===== src/rtl/sdlm_ram.sv =====
// Generic simple dual-port RAM: one write port, one read port, registered read data.
// Depends on nothing.
`default_nettype none

module sdlm_ram #(
  parameter int WIDTH = 16,
  parameter int DEPTH = 16,
  localparam int AW = $clog2(DEPTH)
) (
  input  logic             clk,
  input  logic             we,
  input  logic [AW-1:0]    waddr,
  input  logic [WIDTH-1:0] wdata,
  input  logic             re,
  input  logic [AW-1:0]    raddr,
  output logic [WIDTH-1:0] rdata
);

  logic [WIDTH-1:0] mem [DEPTH];

  always_ff @(posedge clk) begin
    if (we) begin
      mem[waddr] <= wdata;
    end
  end

  always_ff @(posedge clk) begin
    if (re) begin
      rdata <= mem[raddr];
    end
  end

endmodule

`default_nettype wire


===== config.mk =====
export PLATFORM = sky130hd
export DESIGN_NAME = sdlm_ram
export DESIGN_NICKNAME = d
export VERILOG_FILES = /design/src/rtl/sdlm_ram.sv
export SDC_FILE = /design/constraint.sdc
export NUM_CORES = 1
export LEC_CHECK = 0
export BUFFER_PORTS_ARGS = -buffer_cell sky130_fd_sc_hd__buf_2
export CAP_MARGIN = 0
export CORE_MARGIN = 4
export CORE_UTILIZATION = 45
export CTS_BUF_LIST = sky130_fd_sc_hd__clkbuf_2
export DETAILED_ROUTE_END_ITERATION = 16
export GPL_ROUTABILITY_DRIVEN = 0
export PLACE_DENSITY = 0.6
export SETUP_SLACK_MARGIN = 0.4
export SYNTH_ARGS = -nofsm -noshare
export SYNTH_HDL_FRONTEND = slang
export SYNTH_SLANG_ARGS = --single-unit

===== constraint.sdc =====
create_clock -name clk -period 2.6 [get_ports clk]
set_input_delay 0.52 -clock clk [delete_from_list [all_inputs] [get_ports clk]]
set_output_delay 0.52 -clock clk [all_outputs]
set_load 0.01 [all_outputs]

Yosys cells after proc, flatten, opt, wreduce, memory -nomap -nowiden

Memory sizes are Yosys's and may differ from the RTL's. A register that Yosys moved wholly into a read port is not among the register bits.
Index checks and enable logic that the tools add are counted.

Register bits: 0
RAM bits: 256
Input port bits: 27
Memories: 1

Muxes and demuxes: 2

Memories:

| name | words | width | rd ports | clocked after memory_dff | write ports | line | text |
|---|---|---|---|---|---|---|---|
| mem  | 16    | 16    | 1        | 1                        | 1           | 19   | `logic [WIDTH-1:0] mem [DEPTH];` |

Operators with widths:

| operator         | count |
|---|---|
| 1-bit 2-to-1 mux | 2 |

Logic depth before layout (Yosys ltp)

Gate-level depths: netlist of run 1.

Word-level depth: 2
Mapped depth: 5
Depth with buffers taken out: 3

Least setup slack after synthesis of run 1

Ideal clock, no wire load.

Kind: input port to flip-flop
Start: input waddr[2]
End: memory mem[0][0] (enable)
Data arrival time: 2.166 ns
Required time: 2.191 ns
Path slack: 0.025 ns
Stages on the path: 2
Buffers on the path: 0
Path through: or3b_2 -> nor3_1

RTL lines:

| element         | line | text |
|---|---|---|
| start, declared | 12   | `input logic [AW-1:0] waddr,` |
| end, declared   | 19   |  |

Straight into the memory's write port.

Worst setup path after layout of run 1

Start: register rdata[8] (read register of mem)
End: output rdata[8]

RTL lines:

| element         | line | text |
|---|---|---|
| start, declared | 16   | `output logic [WIDTH-1:0] rdata` |

No word-level cell between the ends.

==> summary by stage, run 1 <==
Synth
The Yosys warning count is 0. In this run, distinct cell masters in the synthesized netlist total 18. The register bit total from synthesis is approximately 270. Averaged over all synthesized cells, the footprint is ~24 µm². The mapped netlist covers approximately 0.01 mm². Sequential cells were found to cover 80.0% of the synthesized design area. The net count after synthesis is about 460. The synthesized netlist cell count is 432.

Floorplanning
The die height is approximately 160 µm. The floorplan row count is 54. The effective utilization at floorplan is 46.2%. The floorplan core area is 0.0221 mm². The die covers 0.0251 mm².

The count of boundary I/O pins is 43. The width of the die is 159 µm.

Detailed routing
After detailed routing, the average wire length per cell comes to 23.5 µm. The count of nets left with antenna violations once routing finished came out at 0. For this block, the initial DRC count from the detailed router was about 460. For this run, design rule violations remaining after detail routing come to 0. The final layout contains routed wiring with a total length of 20700 µm. The number of detailed-route iterations in the first pass is 5. The vias after detailed routing is approximately 4900. Dividing the detail-routed via count by the number of cells gives 5.55.

CTS
The number of H-tree levels is 2. The deepest clock path buffer count is 3. The total clock buffers created by CTS is 60.

The insertion delay to the later sink of the worst-skew pair is 830 ps. The clock transition time at the flip-flop clock pins of the worst setup and hold paths is about 100 ps. TritonCTS built the clock tree.

The root buffer cell is sky130_fd_sc_hd__clkbuf_2. Once the clock tree was built, the setup fixing pass inserted 0 buffers. The number of clock sinks seen by CTS is 272.

Power and ir drop
The worst IR drop on VDD is 0.268 mV. Overall power consumption after layout is estimated at 7.90 mW. The leakage power figure is 3.91 nW. The power density over cell area is between 600 and 700 mW/mm².

Setup path
The type of origin of the critical path is a flop. Across all register-to-register paths, the minimum setup slack is between 1000 and 1500 ps. The slowest cell on the critical path is sky130_fd_sc_hd__edfxtp_1. The classification of the worst setup path is flop to primary output. For the worst setup path, the data required time is 2080 ps. Together, buffers and inverters on the worst path number 1. On the worst path, the slowest cell contributes a delay of approximately 440 ps. The critical path endpoint category is a primary output. For the worst flop-to-flop path, the logic depth is 3. The startpoint identified for the worst register-to-register timing path is mem[8][7]$_DFFE_PP_. For the worst setup path, the data arrival time is 1430 ps. The cell family contributing the most delay on the critical path is flip-flops. Traced cell by cell, the critical path runs through buf_2. The endpoint identified for the worst register-to-register timing path is rdata[7]$_DFFE_PP_. The highest fanout seen on the critical path is 1.

Place
After detailed placement, the total cell area comes to around 0.011 mm². Input and output buffers added on the ports amount to 42. The HPWL reported at the end of detailed placement is 11500 µm. The total placed cells including tap cells is 761.

At the placement stage, the worst setup path has a slack of 452 ps.

Hold path
The tightest min-delay check is of the input port to flop type. The capture endpoint of the worst hold path is mem[9][1]$_DFFE_PP_. Along the worst hold path, the cell count comes to 1. The hold path startpoint is wdata[1].

Run status
The flow ran to the end, and the final reports show no timing, DRC or antenna violations.

Layout
Leaving out fill and tap cells, the most frequent cells in the layout are sky130_fd_sc_hd__edfxtp_1 (272), sky130_fd_sc_hd__clkbuf_2 (88), sky130_fd_sc_hd__mux4_2 (54). The final layout contains ~590 nets. The layout-stage area growth over the synthesis result is 14.3%.

The most common cell after layout, fill and taps aside is sky130_fd_sc_hd__edfxtp_1. Excluding fillers, the count of instances in the completed layout stands at roughly 900. The filler cells instantiated in the layout total approximately 1700. The final non-filler cell area is 0.0117 mm². The diode insertion count for antenna repair is 0. Cells with a size suffix above 1 make up 39.0% of the layout. The post-layout utilization of the core is 52.8%.

STA
At the pin with the least slew margin, the transition time is 1050 ps. The setup-violating endpoint count in the final report is 0. The post-layout minimum cycle time is 1950 ps.

Summed over all failing endpoints, the final setup total negative slack is 0 ps. The worst slew margin relative to its limit is 30.0%. Once routing completed, OpenROAD measured the worst setup slack at between 600 and 700 ps. Dividing the final minimum period by the clock period gives between 70% and 80%. The clock skew after layout is 60.8 ps. The timing-limited maximum frequency is approximately 510 MHz. The number of hold violations in the final report is 0. Across all hold checks on the routed design, the worst slack comes to 115 ps. Setup repair after global routing left no endpoint under its margin. The count of final max-slew check failures is 0.

Global route
After global routing the overflow that remains totals 0. Entering global routing, the biggest net connects between 40 and 50 pins. The first global-routing pass estimated between 30000 and 40000 µm of wire. The via count of the first global-routing pass is 5132. The initial antenna violation count came to 0.

The total routing resource utilization after global routing is between 15 and 20%.

Job
Max-cap violations in this run came to 0.
logic make-up after synthesis:
family                 count (synthesis)  synth area share (%)
DFF                                  272                  80.0
muxes                                 64                  14.5
and+or+nand+nor                       43                  1.89
AOI/OAI and AO/OA                     32                  2.35
buffers and inverters                 21                  1.21
per-layer routing:
layer	GRT usage, %	part of all wire (%)	vias up
met5	0	0	-
met4	5.69	2.3	0
met3	3.67	6.6	42
met2	27.4	49	172
met1	24.5	42	2531
li1	-	-	2139
Yosys cell counts, drive strengths merged:
| cell type | count | share of area (%) |
|---|---|---|
| a22oi | 32 | 2.4 |
| and2 | 1 | 0.061 |
| buf | 13 | 0.92 |
| clkbuf | 8 | 0.29 |
| edfxtp | 272 | 80 |
| mux4 | 64 | 14 |
| nand2 | 17 | 0.63 |
| nand2b | 2 | 0.12 |
| nand3 | 1 | 0.049 |
| nand3b | 2 | 0.15 |
| nor2 | 13 | 0.48 |
| nor2b | 2 | 0.12 |
| nor3 | 4 | 0.20 |
| or3b | 1 | 0.086 |
state kept, by name, summed over array words and instances, names as in the netlist:
register and count:
rdata 16, mem 256
worst max path at each step:
stage / start / endpoint / slack [ps] / depth (start not counted)
floorplan: we / mem[12][0]$_DFFE_PP_ / 400 / 2
global placement: raddr[0] / rdata[5]$_DFFE_PP_ / 480 / 5
detailed placement: raddr[0] / rdata[0]$_DFFE_PP_ / 450 / 5
CTS: rdata[8]$_DFFE_PP_ / rdata[8] / 570 / 1
global route: rdata[8]$_DFFE_PP_ / rdata[8] / 530 / 1
finish: rdata[8]$_DFFE_PP_ / rdata[8] / 650 / 1
what timing repair did:
item / in CTS / in global routing
resized for setup: 0 / 0
hold buffers: 11 / 4
hold endpoints to repair: 161 / 37
area by class of cell:
cell class / instances / area [µm²] / area share (%)
sequential: 272 / 8170 / 70.0
timing repair buffer: 85 / 636 / 5.45
multi-input combinational: 139 / 1980 / 17.0
tap: 280 / 350 / 3.00
clock inverter: 16 / 88.8 / 0.761
clock buffer: 88 / 440 / 3.78
where the power goes:
group          internal [mW]  switching (mW)
logic                  0.199           0.260
registers               4.93          0.0242
clock network          0.996            1.49
Power figures use the tool's default switching activity.
==> inputs of run 2 (changes only) <==
- PLACE_DENSITY: 0.6 -> 0.57
- clock period: 2.6 -> 1.9 ns (I/O delays scaled with it)
==> run 2 against run 1 <==
Against the previous run: worst hold slack improved by 20 ps; worst setup slack worse by 500 ps; largest power group unchanged; wire length increased by 5.5%.
==> summary by stage, run 2 (synthesis gave the netlist of run 1 again) <==
Detailed routing
The mean number of vias per cell is 5.53 (-0.32%). The iteration-0 DRC count of the detailed router is 392 (-14%). The number of design rule violations left after detail routing is 0 (unchanged).

The vias after detailed routing was 4957 (+1.5%). The wire length after detailed routing was 21800 µm (+5.5%). The post-detailed-route wirelength per cell is 24.3 µm (+3.6%). The count of nets left with antenna violations after detail routing is 0 (unchanged). The number of detailed-route iterations in the first pass is 5 (unchanged).

CTS
The clock transition time at the flip-flop clock pins of the worst setup and hold paths is 110 ps (about the same). The root buffer cell is sky130_fd_sc_hd__clkbuf_2. TritonCTS built the clock tree.

The number of clock sinks seen by CTS is 272 (unchanged). The insertion delay to the later sink of the worst-skew pair is 790 ps (-40 ps). The number of H-tree levels is 3 (+1). The setup fix buffers added after clock tree synthesis is 0 (unchanged). The deepest clock path buffer count was 3 (unchanged). The total clock buffers created by CTS was 70 (+17%).

Global route
The met3 demand-to-capacity share in global routing is 4.35% (+0.68 points). The maximum number of pins on one net before global-route repair was 36 (-14%). The via count of the first global-routing pass came to 5410 (+5.4%). The met1 track demand over resource is 25.5% (+1.1 points). The overflow left after global routing is 0 (unchanged). The initial antenna violation count was 1 (+1). After global routing, the most crowded layer is met2.

The total routing resource utilization after global routing is 18.2% (+0.88 points). The met2 track demand over resource in global routing is 28.6% (+1.2 points). The first-pass GRT wire length came to 32600 µm (+4.0%).

Layout
The final non-filler cell area is 0.0119 mm² (+2.2%). The most common cell after layout, fill and taps aside is sky130_fd_sc_hd__edfxtp_1. The register containing the most flip-flops in the final layout is mem. The number of nets in the finished design is 594 (+1.5%). The number of flip-flops in the largest register was 256 (unchanged). The final-layout fill cell count was 1759 (+1.1%). The ratio of cells with drive above 1 in the final layout came to 41.3% (+2.3 points). The number of cells in the finished layout apart from fillers is 896 (+1.8%). The largest registers in the layout are mem (256), rdata (16). From synthesis to final layout, the design area changed by 16.8%. The combined flip-flop and latch cell area is 0.00817 mm² (unchanged).

The combined area of the multi-input logic cells is 0.00198 mm² (-0.32%). The library cells used most frequently in the layout, excluding fill and tap cells, are sky130_fd_sc_hd__edfxtp_1 (272), sky130_fd_sc_hd__clkbuf_2 (98), sky130_fd_sc_hd__mux4_2 (62).

Power and ir drop
The worst IR drop on VDD is 0.343 mV (+28%). The power density over cell area is 929 mW/mm² (+37%). The post-route total power is 11.1 mW (+40%). The leakage power figure came to 3.98 nW (+1.7%).

Setup path
The largest stage delay on the critical path came to 430 ps (about the same). The arrival time at the worst endpoint is 1370 ps (-60 ps). The critical path in this run is classified as flop to primary output. The slowest cell on the critical path is sky130_fd_sc_hd__edfxtp_1. The worst path buffer plus inverter count was 1 (unchanged). Walking the worst path, the cells encountered are buf_6.

The worst setup path is captured at a primary output. On the critical path the largest part of the delay comes from flip-flops. The startpoint of the worst-slack reg-to-reg timing path is mem[1][1]$_DFFE_PP_.

The highest fanout seen on the critical path is 1 (unchanged). The worst setup path is launched from a flop. The beginning of the critical path is rdata[2]$_DFFE_PP_.

The worst path required time is 1520 ps (-560 ps).

Floorplanning
The die height is 159 µm (unchanged). The width of the die is 159 µm (unchanged). The floorplan row count is 54 (unchanged). The effective utilization at floorplan is 46.2% (unchanged). The overall die area is 0.0251 mm² (unchanged). The floorplan core area is 0.0221 mm² (unchanged).

The count of boundary I/O pins was 43 (unchanged).

Hold path
The type of the tightest min-delay check is input port to flop. The hold path startpoint is re.

Place
The total placed cells including tap cells is 759 (-0.26%). The post-placement setup slack was -46.2 ps (-499 ps). The HPWL reported at the end of detailed placement is 11300 µm (-1.6%). The port buffer count was 42 (unchanged). The instance area at placement is 0.0112 mm² (+1.6%).

STA
The post-layout minimum cycle time is about 1700 ps. The final period utilization is 92.1%. The slew at the pin with the worst max-slew slack was 1150 ps (+104 ps). Setup repair after global routing could not meet its margin everywhere. The setup-violating endpoint count in the final report is 0 (unchanged). The count of final max-slew check failures is 0 (unchanged). The worst slew margin relative to its limit is 23.0% (-7.0 points). The setup slack of the critical path after layout was 150 ps (-498 ps). The timing-limited maximum frequency is approximately 570 MHz. The number of hold violations in the final report came to 0 (unchanged). The clock skew after layout is 29.6 ps (-31.2 ps).

Run status
The run finished with clean final reports.

Job
The total of max-cap violations is 0 (unchanged).
run 2: cell types whose count changed in the layout (fill, tap and decap cells not counted), sizes merged:
| cell | delta |
|---|---|
| buf | -2 |
| bufinv | -1 |
| clkbuf | +10 |
| clkinv | +3 |
| diode | +1 |
| dlygate4sd3 | +1 |
| inv | +4 |
run 2: timing repair:
| action | CTS | global route |
|---|---|---|
| hold buffers | 16 | 0 |
| endpoints found under the setup margin | 16 | 16 |
| gates resized for setup | 1 | 1 |
| endpoints found under the hold margin | 256 | 0 |
run 2: per-stage QoR:
stage | util (%) | setup TNS, ps | hold slack (ps)
2_1_floorplan | - | 0 | 479
3_3_place_gp | 50.5 | -27.4 | 734
3_5_place_dp | 50.5 | -51.7 | 736
4_1_cts | 53.9 | 0 | 75.9
5_1_grt | 53.9 | 0 | 85.3
6_report | 53.9 | 0 | 135
run 2: area by class of cell:
class	instances	area share, %
antenna	1	0.0210
clock buffer	98	4.12
clock inverter	22	0.724
multi-input combinational	139	16.6
sequential	272	68.5
tap	280	2.94
timing repair buffer	84	7.08
run 2: layer usage:
layer	part of all wire, %	routed length (µm)	vias up
li1	-	-	2164
met1	43	9340	2596
met2	49	10700	171
met3	6.7	1470	26
met4	1.4	300	0
met5	0	0	-
run 2: path summary, 6_finish.rpt:
check	endpoint	slack, ps	depth (start not counted)
worst max-delay path	rdata[2]	150	1
worst min-delay path	rdata[6]$_DFFE_PP_	140	1
worst max register to register	rdata[1]$_DFFE_PP_	480	3
worst min register to register	rdata[3]$_DFFE_PP_	740	3
run 2: worst register-to-register path, stage by stage, from the launching register on:
cell	delay (ps)
sky130_fd_sc_hd__edfxtp_1	360
sky130_fd_sc_hd__mux4_1	500
sky130_fd_sc_hd__a22oi_1	220
sky130_fd_sc_hd__nand2_1	90
run 2: where the power goes:
part | total [mW] | switching [mW] | internal (mW) | leakage (nW)
registers | 6.78 | 0.0340 | 6.75 | 2.47
logic | 0.671 | 0.371 | 0.300 | 1.04
clock network | 3.61 | 2.22 | 1.39 | 0.462
